## config.mk

```make
export PLATFORM = sky130hd
export DESIGN_NAME = exposure_convergence_gate_flat
export DESIGN_NICKNAME = d
export VERILOG_FILES = /design/src/sv/exg_pkg.sv /design/src/sv/exg_in_if.sv /design/src/sv/exg_out_if.sv /design/src/sv/exposure_convergence_gate.sv /design/src/sv/exg_fifo.sv /design/src/sv/exg_front.sv /design/src/sv/exg_back.sv /design/src/flat_wrapper.sv
export SDC_FILE = /design/constraint.sdc
export NUM_CORES = 2
export LEC_CHECK = 0
export BUFFER_PORTS_ARGS = -buffer_cell sky130_fd_sc_hd__buf_2
export CAP_MARGIN = 20
export CORE_MARGIN = 3
export CORE_UTILIZATION = 40
export CTS_CLUSTER_DIAMETER = 50
export DETAILED_ROUTE_END_ITERATION = 10
export GPL_TIMING_DRIVEN = 0
export PLACE_DENSITY = 0.7
export SETUP_SLACK_MARGIN = 0.5
export SLEW_MARGIN = 20
export SYNTH_ARGS = -nofsm -noshare
export SYNTH_HDL_FRONTEND = slang
export SYNTH_SLANG_ARGS = --single-unit
```

## constraint.sdc

```tcl
create_clock -name clk -period 7.65 [get_ports clk]
set_input_delay 0.765 -clock clk [delete_from_list [all_inputs] [get_ports clk]]
set_output_delay 0.765 -clock clk [all_outputs]
set_load 0.02 [all_outputs]
```

## src/sv/exg_pkg.sv

```systemverilog
package exg_pkg;

  localparam int CFG_INDEX_W = 2;
  localparam int CFG_DATA_W  = 8;

  localparam logic [CFG_INDEX_W-1:0] CFG_SETTLE_THRESHOLD = 2'd0;
  localparam logic [CFG_INDEX_W-1:0] CFG_LEAVE_THRESHOLD  = 2'd1;
  localparam logic [CFG_INDEX_W-1:0] CFG_DWELL_LIMIT      = 2'd2;

  localparam int QUEUE_DEPTH = 2;

  localparam logic signed [31:0] TRIP_BOUND = 32'sd64000;
  localparam logic [31:0]        MOST_NEG   = 32'h8000_0000;

  typedef struct packed {
    logic signed [31:0] error_value;
    logic               ge_settle;
    logic               ge_leave;
    logic               sign_flip;
  } exg_item_t;

endpackage

```

## src/sv/exg_in_if.sv

```systemverilog
interface exg_in_if;
  logic               valid;
  logic               ready;
  logic signed [31:0] error_value;
  logic signed [31:0] newest_sample;
  logic signed [31:0] previous_sample;

  modport source(output valid, output error_value, output newest_sample,
                 output previous_sample, input ready);
  modport sink(input valid, input error_value, input newest_sample,
               input previous_sample, output ready);
endinterface

```

## src/sv/exg_out_if.sv

```systemverilog
interface exg_out_if;
  logic       valid;
  logic       ready;
  logic       gate_adjusting;
  logic [1:0] gate_mode;
  logic       accum_tripped;

  modport source(output valid, output gate_adjusting, output gate_mode,
                 output accum_tripped, input ready);
  modport sink(input valid, input gate_adjusting, input gate_mode,
               input accum_tripped, output ready);
endinterface

```

## src/sv/exposure_convergence_gate.sv

```systemverilog
// A transaction accepted at the input is written into the queue, then taken into the
// output register, where its result waits until it is accepted.
// Throughput: one transaction per cycle while the output register is free or being accepted,
// mode and accumulator updated as each is taken; a two-entry queue separates front and back.
// Reset: synchronous, active high; clears the queue, the output valid flag, the
// accumulator, the dwell counter and the configuration registers, and enters idle mode.
module exposure_convergence_gate
  import exg_pkg::*;
#(
  parameter int QueueDepth = QUEUE_DEPTH
) (
  input  logic                   clk,
  input  logic                   rst,
  exg_in_if.sink                 frame_in,
  exg_out_if.source              gate_out,
  input  logic                   cfg_write,
  input  logic [CFG_INDEX_W-1:0] cfg_index,
  input  logic [CFG_DATA_W-1:0]  cfg_data
);

  logic [7:0] settle_threshold;
  logic [7:0] leave_threshold;
  logic [7:0] dwell_limit;
  logic       push_valid;
  logic       push_ready;
  exg_item_t  push_item;
  logic       pop_valid;
  logic       pop_ready;
  exg_item_t  pop_item;

  always_ff @(posedge clk) begin
    if (rst) begin
      settle_threshold <= '0;
      leave_threshold  <= '0;
      dwell_limit      <= '0;
    end else if (cfg_write) begin
      unique case (cfg_index)
        CFG_SETTLE_THRESHOLD: settle_threshold <= cfg_data;
        CFG_LEAVE_THRESHOLD:  leave_threshold  <= cfg_data;
        CFG_DWELL_LIMIT:      dwell_limit      <= cfg_data;
        default: begin
        end
      endcase
    end
  end

  exg_front u_front (
    .frame_in         (frame_in),
    .settle_threshold (settle_threshold),
    .leave_threshold  (leave_threshold),
    .push_valid       (push_valid),
    .push_ready       (push_ready),
    .push_item        (push_item)
  );

  exg_fifo #(
    .Depth (QueueDepth)
  ) u_fifo (
    .clk        (clk),
    .rst        (rst),
    .push_valid (push_valid),
    .push_ready (push_ready),
    .push_item  (push_item),
    .pop_valid  (pop_valid),
    .pop_ready  (pop_ready),
    .pop_item   (pop_item)
  );

  exg_back u_back (
    .clk         (clk),
    .rst         (rst),
    .pop_valid   (pop_valid),
    .pop_ready   (pop_ready),
    .pop_item    (pop_item),
    .dwell_limit (dwell_limit),
    .gate_out    (gate_out)
  );

endmodule

```

## src/sv/exg_fifo.sv

```systemverilog
module exg_fifo
  import exg_pkg::*;
#(
  parameter int Depth = QUEUE_DEPTH
) (
  input  logic      clk,
  input  logic      rst,
  input  logic      push_valid,
  output logic      push_ready,
  input  exg_item_t push_item,
  output logic      pop_valid,
  input  logic      pop_ready,
  output exg_item_t pop_item
);

  localparam int AW = (Depth > 1) ? $clog2(Depth) : 1;
  localparam int CW = $clog2(Depth + 1);

  exg_item_t       entries [Depth];
  logic [AW-1:0]   wr_ptr;
  logic [AW-1:0]   rd_ptr;
  logic [CW-1:0]   count;
  logic            push;
  logic            pop;

  assign push_ready = (count != CW'(Depth));
  assign pop_valid  = (count != '0);
  assign pop_item   = entries[rd_ptr];
  assign push       = push_valid && push_ready;
  assign pop        = pop_valid && pop_ready;

  always_ff @(posedge clk) begin
    if (push) begin
      entries[wr_ptr] <= push_item;
    end
  end

  always_ff @(posedge clk) begin
    if (rst) begin
      wr_ptr <= '0;
      rd_ptr <= '0;
      count  <= '0;
    end else begin
      if (push) begin
        wr_ptr <= (wr_ptr == AW'(Depth - 1)) ? '0 : wr_ptr + 1'b1;
      end
      if (pop) begin
        rd_ptr <= (rd_ptr == AW'(Depth - 1)) ? '0 : rd_ptr + 1'b1;
      end
      if (push && !pop) begin
        count <= count + 1'b1;
      end else if (pop && !push) begin
        count <= count - 1'b1;
      end
    end
  end

endmodule

```

## src/sv/exg_front.sv

```systemverilog
module exg_front
  import exg_pkg::*;
(
  exg_in_if.sink           frame_in,
  input  logic [7:0]       settle_threshold,
  input  logic [7:0]       leave_threshold,
  output logic             push_valid,
  input  logic             push_ready,
  output exg_item_t        push_item
);

  logic [31:0] err_mag;
  logic        err_is_min;
  logic [31:0] settle_bound;
  logic [31:0] leave_bound;
  logic [31:0] prod_lo;

  // The most negative error has no positive 32-bit magnitude, so err_is_min masks it
  // and it never counts as reaching either bound.
  assign err_mag      = frame_in.error_value[31] ? (~frame_in.error_value + 32'd1)
                                                 : frame_in.error_value;
  assign err_is_min   = (frame_in.error_value == MOST_NEG);
  assign settle_bound = {20'd0, settle_threshold, 4'd0};
  assign leave_bound  = {20'd0, leave_threshold, 4'd0};
  assign prod_lo      = frame_in.newest_sample * frame_in.previous_sample;

  assign frame_in.ready = push_ready;
  assign push_valid     = frame_in.valid;

  always_comb begin
    push_item.error_value = frame_in.error_value;
    push_item.ge_settle   = !err_is_min && (err_mag >= settle_bound);
    push_item.ge_leave    = !err_is_min && (err_mag >= leave_bound);
    push_item.sign_flip   = prod_lo[31];
  end

endmodule

```

## src/sv/exg_back.sv

```systemverilog
module exg_back
  import exg_pkg::*;
(
  input  logic        clk,
  input  logic        rst,
  input  logic        pop_valid,
  output logic        pop_ready,
  input  exg_item_t   pop_item,
  input  logic [7:0]  dwell_limit,
  exg_out_if.source   gate_out
);

  typedef enum logic [1:0] {
    IDLE      = 2'd0,
    ADJUSTING = 2'd1,
    SETTLED   = 2'd2
  } mode_t;

  mode_t              state;
  mode_t              state_next;
  logic [8:0]         dwell;
  logic [8:0]         dwell_next;
  logic [8:0]         dwell_inc;
  logic signed [31:0] accum;
  logic signed [31:0] accum_sum;
  logic               trip;
  logic               take;
  logic               out_valid;
  logic               out_adjusting;
  logic [1:0]         out_mode;
  logic               out_tripped;

  assign pop_ready = !out_valid || gate_out.ready;
  assign take      = pop_valid && pop_ready;
  assign accum_sum = accum + pop_item.error_value;
  assign dwell_inc = dwell + 9'd1;
  assign trip      = (accum_sum > TRIP_BOUND) ||
                     ((accum_sum < -TRIP_BOUND) && (accum_sum != MOST_NEG));

  always_comb begin
    state_next = (state == IDLE) ? ADJUSTING : state;
    dwell_next = dwell;
    unique case (state_next)
      ADJUSTING: begin
        if (pop_item.ge_settle) begin
          dwell_next = '0;
        end else begin
          dwell_next = dwell_inc;
          if (dwell_inc > {1'b0, dwell_limit}) begin
            state_next = SETTLED;
            dwell_next = '0;
          end
        end
      end
      SETTLED: begin
        if (pop_item.ge_leave) begin
          dwell_next = dwell_inc;
          if (dwell_inc >= {1'b0, dwell_limit}) begin
            state_next = ADJUSTING;
            dwell_next = '0;
          end
        end else begin
          dwell_next = '0;
        end
      end
      default: begin
        state_next = IDLE;
      end
    endcase
    if (pop_item.sign_flip) begin
      state_next = SETTLED;
      dwell_next = '0;
    end
    if (trip) begin
      state_next = ADJUSTING;
      dwell_next = '0;
    end
  end

  always_ff @(posedge clk) begin
    if (rst) begin
      state     <= IDLE;
      dwell     <= '0;
      accum     <= '0;
      out_valid <= 1'b0;
    end else begin
      if (take) begin
        state     <= state_next;
        dwell     <= dwell_next;
        accum     <= trip ? 32'sd0 : accum_sum;
        out_valid <= 1'b1;
      end else if (gate_out.ready) begin
        out_valid <= 1'b0;
      end
    end
  end

  always_ff @(posedge clk) begin
    if (take) begin
      out_adjusting <= trip || (state_next == ADJUSTING);
      out_mode      <= state_next;
      out_tripped   <= trip;
    end
  end

  assign gate_out.valid          = out_valid;
  assign gate_out.gate_adjusting = out_adjusting;
  assign gate_out.gate_mode      = out_mode;
  assign gate_out.accum_tripped  = out_tripped;

`ifndef SYNTH
  a_trip_forces_adjusting: assert property (@(posedge clk) disable iff (rst)
    out_valid && out_tripped |-> out_adjusting && (out_mode == ADJUSTING))
    else $error("Tripped result does not report adjusting mode.");

  a_trip_clears_accum: assert property (@(posedge clk) disable iff (rst)
    take && trip |=> (accum == 32'sd0) && (dwell == 9'd0))
    else $error("Accumulator or dwell not cleared after a trip.");

  a_dwell_bound: assert property (@(posedge clk) disable iff (rst)
    dwell <= 9'd256)
    else $error("Dwell counter exceeded its bound.");

  a_take_fills_output: assert property (@(posedge clk) disable iff (rst)
    take |=> out_valid && (out_mode == state))
    else $error("Accepted transaction did not produce a matching result.");
`endif

endmodule

```

## src/flat_wrapper.sv

```systemverilog
// flat-port wrapper written by rule: the top's interface ports become plain ports
module exposure_convergence_gate_flat import exg_pkg::*;
#(
  parameter int QueueDepth = QUEUE_DEPTH
)
  (clk, rst, cfg_write, cfg_index, cfg_data, frame_in_valid, frame_in_error_value, frame_in_newest_sample, frame_in_previous_sample, frame_in_ready, gate_out_valid, gate_out_gate_adjusting, gate_out_gate_mode, gate_out_accum_tripped, gate_out_ready);
  exg_in_if frame_in_i ();
  exg_out_if gate_out_i ();
  input  logic clk;
  input  logic rst;
  input  logic cfg_write;
  input  logic [CFG_INDEX_W-1:0] cfg_index;
  input  logic [CFG_DATA_W-1:0] cfg_data;
  input wire logic [$bits(frame_in_i.valid)-1:0] frame_in_valid;
  input wire logic [$bits(frame_in_i.error_value)-1:0] frame_in_error_value;
  input wire logic [$bits(frame_in_i.newest_sample)-1:0] frame_in_newest_sample;
  input wire logic [$bits(frame_in_i.previous_sample)-1:0] frame_in_previous_sample;
  output wire logic [$bits(frame_in_i.ready)-1:0] frame_in_ready;
  output wire logic [$bits(gate_out_i.valid)-1:0] gate_out_valid;
  output wire logic [$bits(gate_out_i.gate_adjusting)-1:0] gate_out_gate_adjusting;
  output wire logic [$bits(gate_out_i.gate_mode)-1:0] gate_out_gate_mode;
  output wire logic [$bits(gate_out_i.accum_tripped)-1:0] gate_out_accum_tripped;
  input wire logic [$bits(gate_out_i.ready)-1:0] gate_out_ready;
  assign frame_in_i.valid = frame_in_valid;
  assign frame_in_i.error_value = frame_in_error_value;
  assign frame_in_i.newest_sample = frame_in_newest_sample;
  assign frame_in_i.previous_sample = frame_in_previous_sample;
  assign frame_in_ready = frame_in_i.ready;
  assign gate_out_valid = gate_out_i.valid;
  assign gate_out_gate_adjusting = gate_out_i.gate_adjusting;
  assign gate_out_gate_mode = gate_out_i.gate_mode;
  assign gate_out_accum_tripped = gate_out_i.accum_tripped;
  assign gate_out_i.ready = gate_out_ready;
  exposure_convergence_gate #(.QueueDepth(QueueDepth)) u_core (.clk(clk), .rst(rst), .frame_in(frame_in_i), .gate_out(gate_out_i), .cfg_write(cfg_write), .cfg_index(cfg_index), .cfg_data(cfg_data));
endmodule
```

# Word level (Yosys, flattened, before mapping)
# Memories as Yosys holds them, arrays and structs flattened. A register that Yosys moved wholly into a read port is not among the register bits.
# Cells that the tools add are included.
# W data, S select, Z words.
dict set report word_totals {
  ff_bits 76
  ram_bits 70
  inputBits 111
  out_inout_bits 6
  elab_cells 88
  memories 1
}
# name depth width read_ports rd_ports_with_merged_regs write_ports line
set mem_list {}
lappend mem_list {u_core.u_fifo.entries 2 35 1 1 1 exg_fifo.sv:19} ;# exg_item_t entries [Depth];
dict set report op_classes {
  addsub 7
  mul 1
  n_lt_le_gt_ge 6
  n_eq_ne 8
  n_mux 27
  n_bitwise 1
  n_reduce_logical 24
}
# cell count
set ops {}
lappend ops {{$ge A32 B12 Y1} 2}
lappend ops {{$mux W32} 2}
lappend ops {{$mux W9} 6}
lappend ops {{$add A32 B1 Y32 const B} 1}
lappend ops {{$add A32 B32 Y32} 1}
lappend ops {{$eq A32 B32 Y1 const B} 1}
lappend ops {{$gt A32 B17 Y1 const B} 1}
lappend ops {{$lt A32 B17 Y1 const B} 1}
lappend ops {{$mul A32 B32 Y32} 1}
lappend ops {{$ne A32 B32 Y1 const B} 1}
lappend ops {{$not A32 Y32} 1}
lappend ops {{$mux W2} 9}
lappend ops {{$pmux W9 S2} 1}
lappend ops {{$add A9 B1 Y9 const B} 1}
lappend ops {{$ge A9 B8 Y1} 1}
lappend ops {{$gt A9 B8 Y1} 1}
lappend ops {{$mux W1} 8}
lappend ops {{$reduce_and A2 Y1} 4}
lappend ops {{$logic_and A1 B1 Y1} 7}
lappend ops {{$eq A2 B1 Y1 const B} 3}
lappend ops {{$reduce_bool A2 Y1} 3}
lappend ops {{$eq A2 B2 Y1 const B} 2}
lappend ops {{$logic_not A1 Y1} 4}
lappend ops {{$logic_not A2 Y1} 2}
lappend ops {{7 further kinds} 10}

# Logic depth before layout (Yosys ltp)
dict set report logic_depth {
  word_depth 9
  depth_mapped 29
  depth_no_buf 27
}

# Hierarchy
# Synthesis repeated with hierarchy kept, for this count alone.
dict set report hier_totals {
  cells_unflattened 2772
  hier_area_um2 25305.5
}
# module n_inst cells_per_inst area_per_inst_um2 seq_area_each_um2
set modules_own_cells {}
lappend modules_own_cells {exg_front 1 1925 16912.5 0.0}
lappend modules_own_cells {exg_back 1 623 4654.5 1001.0}
lappend modules_own_cells {exg_fifo 1 133 2738.9 2202.1}
lappend modules_own_cells {exposure_convergence_gate 1 91 999.7 480.5}

# Worst setup path before layout
# Ideal clock, no wire load.
dict set report synth_timing {
  path_type {input port to flip-flop}
  start {input port frame_in_previous_sample[12]}
  end {memory u_core.u_fifo.entries[0][0] in the netlist's numbering (data pin)}
  setup_time_ps 270
  arrival_ps 7090
  required_time_ps 7380
  path_slack_ps 290
  stages 27
  n_path_buf 2
  cell_sequence {clkbuf_1 > clkbuf_1 > and2_1 > fa_1 > fa_1 > fa_1 > inv_1 > fa_1 > inv_1 > fa_1 > ha_1 > fa_1 > inv_1 > fa_1 > inv_1 > ha_1 > a21o_1 > a21o_1 > a21o_1 > a21oi_1 > nor2b_1 > o21ai_0 > nand2b_1 > a21oi_1 > o41ai_1 > a221oi_1 > xnor2_1}
}
# element line
set synth_lines {}
lappend synth_lines {{start, declared} flat_wrapper.sv:17} ;# input wire logic [$bits(frame_in_i.previous_sample)-1:0] frame_in_previous_sample;
lappend synth_lines {{end, declared} exg_fifo.sv:19}

==> results <==
- The maximum clock rate is 139 MHz.
- After detailed routing, the met2 layer carries roughly 30000 um of wire.
- Among all cell types in the netlist, the one instantiated most often is inv_1.
- The number of distinct library cells after synthesis is between 70 and 80.
- The sequential cell area fraction in the yosys report is around 15%.
- In this run the tightest slew margin relative to its limit is about 29%.
- The first global-routing pass estimated between 100000 and 150000 um of wire.
- The endpoint kind of the worst setup timing path is a register.
- TritonCTS built the clock tree.
- STA classifies the critical path startpoint as a primary input.
- Dividing the final minimum period by the clock period gives a little over nine tenths.
- The average size of a mapped cell is approximately 9.2 um2.
- The class of the worst hold path is reg -> reg.
- Of all nets on the critical path, the largest fanout is 5.
- In the routed layout, each cell is associated on average with a via count of around 5.1.
- The cell area that synthesis handed to floorplanning was roughly 0.024 mm2.
- The count of input and output buffers is 107.
- For this design, the sink count on the clock tree is 147.
- The total of max-cap violations is 0.
- The pin slew with the least headroom to its limit is approximately 1.1 ns.
- The endpoint arrival time on the critical path is 7.32 ns.
- In the final routed layout, each cell accounts on average for between 15 and 20 um.
- The count of final hold-check violations is 0.
- The share of post-route cells with drive strength above 1 is a little under an eighth.
- The die is between 200 and 300 um wide.
- The initial antenna violation count came to 3.
- For this run the aggregate overflow at the end of global routing stands at 0.
- The die covers 0.0638 mm2.
- The commonest cells after synthesis are inv_1 (537), fa_1 (408), and2_1 (322), nand2_1 (279), ha_1 (203).
- The flow ran to the end, and the final reports show no timing, DRC or antenna violations.
- The worst setup skew after layout is 0.0111 ns.
- After synthesis, the largest area contributor takes up approximately 34% of total cell area.
- The accumulated negative setup slack is 0 ns.
- In the detailed route, the total length drawn on met3 is just over 4000 um.
- The critical path in this run is classified as in -> reg.
- The worst endpoint required time is ~7.8 ns.
- The async set-reset flop share out of synthesis is 0%.
- After clock tree synthesis, the clock-pin slew on the worst setup and hold paths is ~0.060 ns.
- Global routing used between 20% and 30% of the available tracks across all layers.
- The initial utilization of the core area, before any placement, comes to 40.8%.
- The total number of H-tree levels is 4.
- For this design the top-level I/O count stands at between 100 and 150.
- Summed over all nets, the half-perimeter wirelength after detailed placement is ~54000 um.
- The DRC violation total after the first TritonRoute iteration is between 900 and 1000.
- The growth of design area from synthesis to finish is 12.3%.
- The net count reported at finish is 3502.
- The number of synthesis warnings is 0.
- The flip-flop cell with the highest count after synthesis is edfxtp_1.
- In the routed design, unresolved DRC markers number 0.
- The total wire length after detailed routing is 65200 um.
- In this run the vertical extent of the chip is 253 um.
- The standard cell core area is around 0.06 mm2.
- The hold buffer count at CTS is 0.
- Summing all non-filler instances in the final layout gives an area of roughly 0.027 mm2.
- The detailed-route wire length on metal 1 is ~27000 um.
- The largest net degree at the start of global routing is 21.
- After floorplanning, the core was divided into 89 placement rows.
- The layout has roughly 5600 filler cells.
- The via count of the first global-routing pass came to 19323.
- The global placer's final weighted congestion is slightly below 1.
- Synthesis produced ~2600 cells.
- Of all cell types, the one taking the most synthesized area is fa_1.
- The flip-flop and latch count after synthesis is around 150.
- The number of enable flip-flop cells after synthesis is 74.
- The tree is rooted in a clkbuf_16.
- The source-to-sink clock delay at the later pin of the worst-skew pair is between 0.4 and 0.5 ns.
- Detailed routing inserted a total of approximately 18000 vias.
- Subtracting the final worst setup slack from the clock period gives 7.17 ns.
- In this run, CTS created clock tree buffers numbering 17.
- The number of optimization iterations in the first detailed-route pass is 5.
- Setup repair after global routing could not meet its margin everywhere.
- Signal routing reaches up to met5.
- The tightest hold path in the finished design has a slack of between 0.4 and 0.5 ns.
- The max-slew violation total from the final report came to 0.
- The number of endpoints failing setup at the final stage is 0.
- The net count of the mapped netlist is roughly 3400.
- In this run the deepest clock path goes through 2 buffers.
- In the post-synthesis netlist, the biggest area contributors are fa_1 (34%), ha_1 (10%), edfxtp_1 (9.1%).
- The count of nets left with antenna violations once routing finished came out at 0.
- After detailed placement, the total cell area comes to 0.0260 mm2.
## cells by family after synthesis
family                     after synthesis  share of synthesized area [%]
DFF                                    147                           15.1
adders and majority gates              611                           44.0
muxes                                   59                           2.60
buffers and inverters                  658                           10.2
and+or+nand+nor                        804                           17.2
xor gates and xnor gates               113                           4.07
AOI/OAI and AO/OA                      251                           6.77
## through the flow
stage	util, %	cells	worst slack (ns)
6_report	45.9	3567	0.476
5_1_grt	45.9	3567	0.256
4_1_cts	45.7	3566	0.420
3_5_place_dp	43.6	3525	-0.983
3_3_place_gp	43.4	3523	-1.10
2_1_floorplan	-	2643	0.508
## metal layers
metal | track usage (%) | vias up
li1 | - | 8446
met1 | 26.6 | 9029
met2 | 35.2 | 604
met3 | 3.67 | 147
met4 | 9.95 | 2
met5 | 0 | -
## cell type report
type	count	area [um2]	share of cell area, %
well taps	773	967	3.54
plain buffers	121	933	3.42
diodes	1	2.50	0.00916
multi-input cells	1838	18400	67.4
clock buffers	23	520	1.90
clock inverters	9	66.3	0.243
repair buffers	118	722	2.64
flip-flops and latches	147	3680	13.5
inverters	537	2020	7.38
## critical path, cell delays in order
cell and delay [ns]:
buf_8 0.11, clkbuf_16 0.15, clkbuf_16 0.16, buf_4 0.15, and2_1 0.17, fa_1 0.51
inv_1 0.06, fa_1 0.54, inv_1 0.05, fa_1 0.49, inv_1 0.05, fa_1 0.48
inv_1 0.05, fa_1 0.51, fa_2 0.46, fa_1 0.55, inv_1 0.06, fa_1 0.54
inv_2 0.05, ha_4 0.26, nand4_1 0.13, o41ai_4 0.63, a221oi_4 0.17, xnor2_2 0.20
## placed cells by master (no fill, tap or decap), types with 41 or more instances in the layout
cell type / Yosys / final
buf_2: 1 / 109
a21oi_1: 76 / 72
and2_1: 322 / 316
xnor2_1: 83 / 81
nor2_1: 73 / 72
ha_1: 203 / 192
edfxtp_1: 74 / 74
o21ai_0: 52 / 50
nand2_1: 279 / 279
fa_1: 408 / 403
clkbuf_1: 116 / 41
inv_1: 537 / 527
dfxtp_1: 73 / 73
## repair_timing
action | CTS | global route
gates resized for setup | 171 | 67
setup buffers | 9 | 0
setup endpoints to repair | 2 | 2
cloned | 0 | 0
pin swaps | 63 | 17
## registers in the layout, indices dropped and copies added, names as in the netlist, named ones only
name and count:
u_core.u_fifo.entries 70, u_core.u_back.dwell 9, u_core.settle_threshold 8, u_core.u_fifo.rd_ptr 1, u_core.u_fifo.count 2, u_core.u_back.gate_out.gate_adjusting 1
u_core.u_back.accum 32, u_core.leave_threshold 8, u_core.u_back.gate_out.valid 1, u_core.u_fifo.wr_ptr 1, u_core.dwell_limit 8, u_core.u_back.gate_out.gate_mode 2
u_core.u_back.state 2, u_core.u_back.gate_out.accum_tripped 1
## worst paths after layout
| path | from | endpoint | slack, ns | cells after the start |
|---|---|---|---|---|
| setup / recovery | frame_in_previous_sample[3] | u_core.u_fifo.entries[1][0]$_DFFE_PP_ | 0.48 | 24 |
| hold / removal | u_core.u_back.accum[23]$_SDFFE_PP0P_ | u_core.u_back.accum[23]$_SDFFE_PP0P_ | 0.46 | 2 |
| setup reg to reg | register | u_core.u_back.accum[28]$_SDFFE_PP0P_ | 1.14 | 18 |
| hold reg to reg | u_core.u_back.accum[23]$_SDFFE_PP0P_ | u_core.u_back.accum[23]$_SDFFE_PP0P_ | 0.46 | 2 |
Power is left out: the tool's default activity adds up to more than one toggle a clock period on the data nets, which glitch-free logic cannot reach.
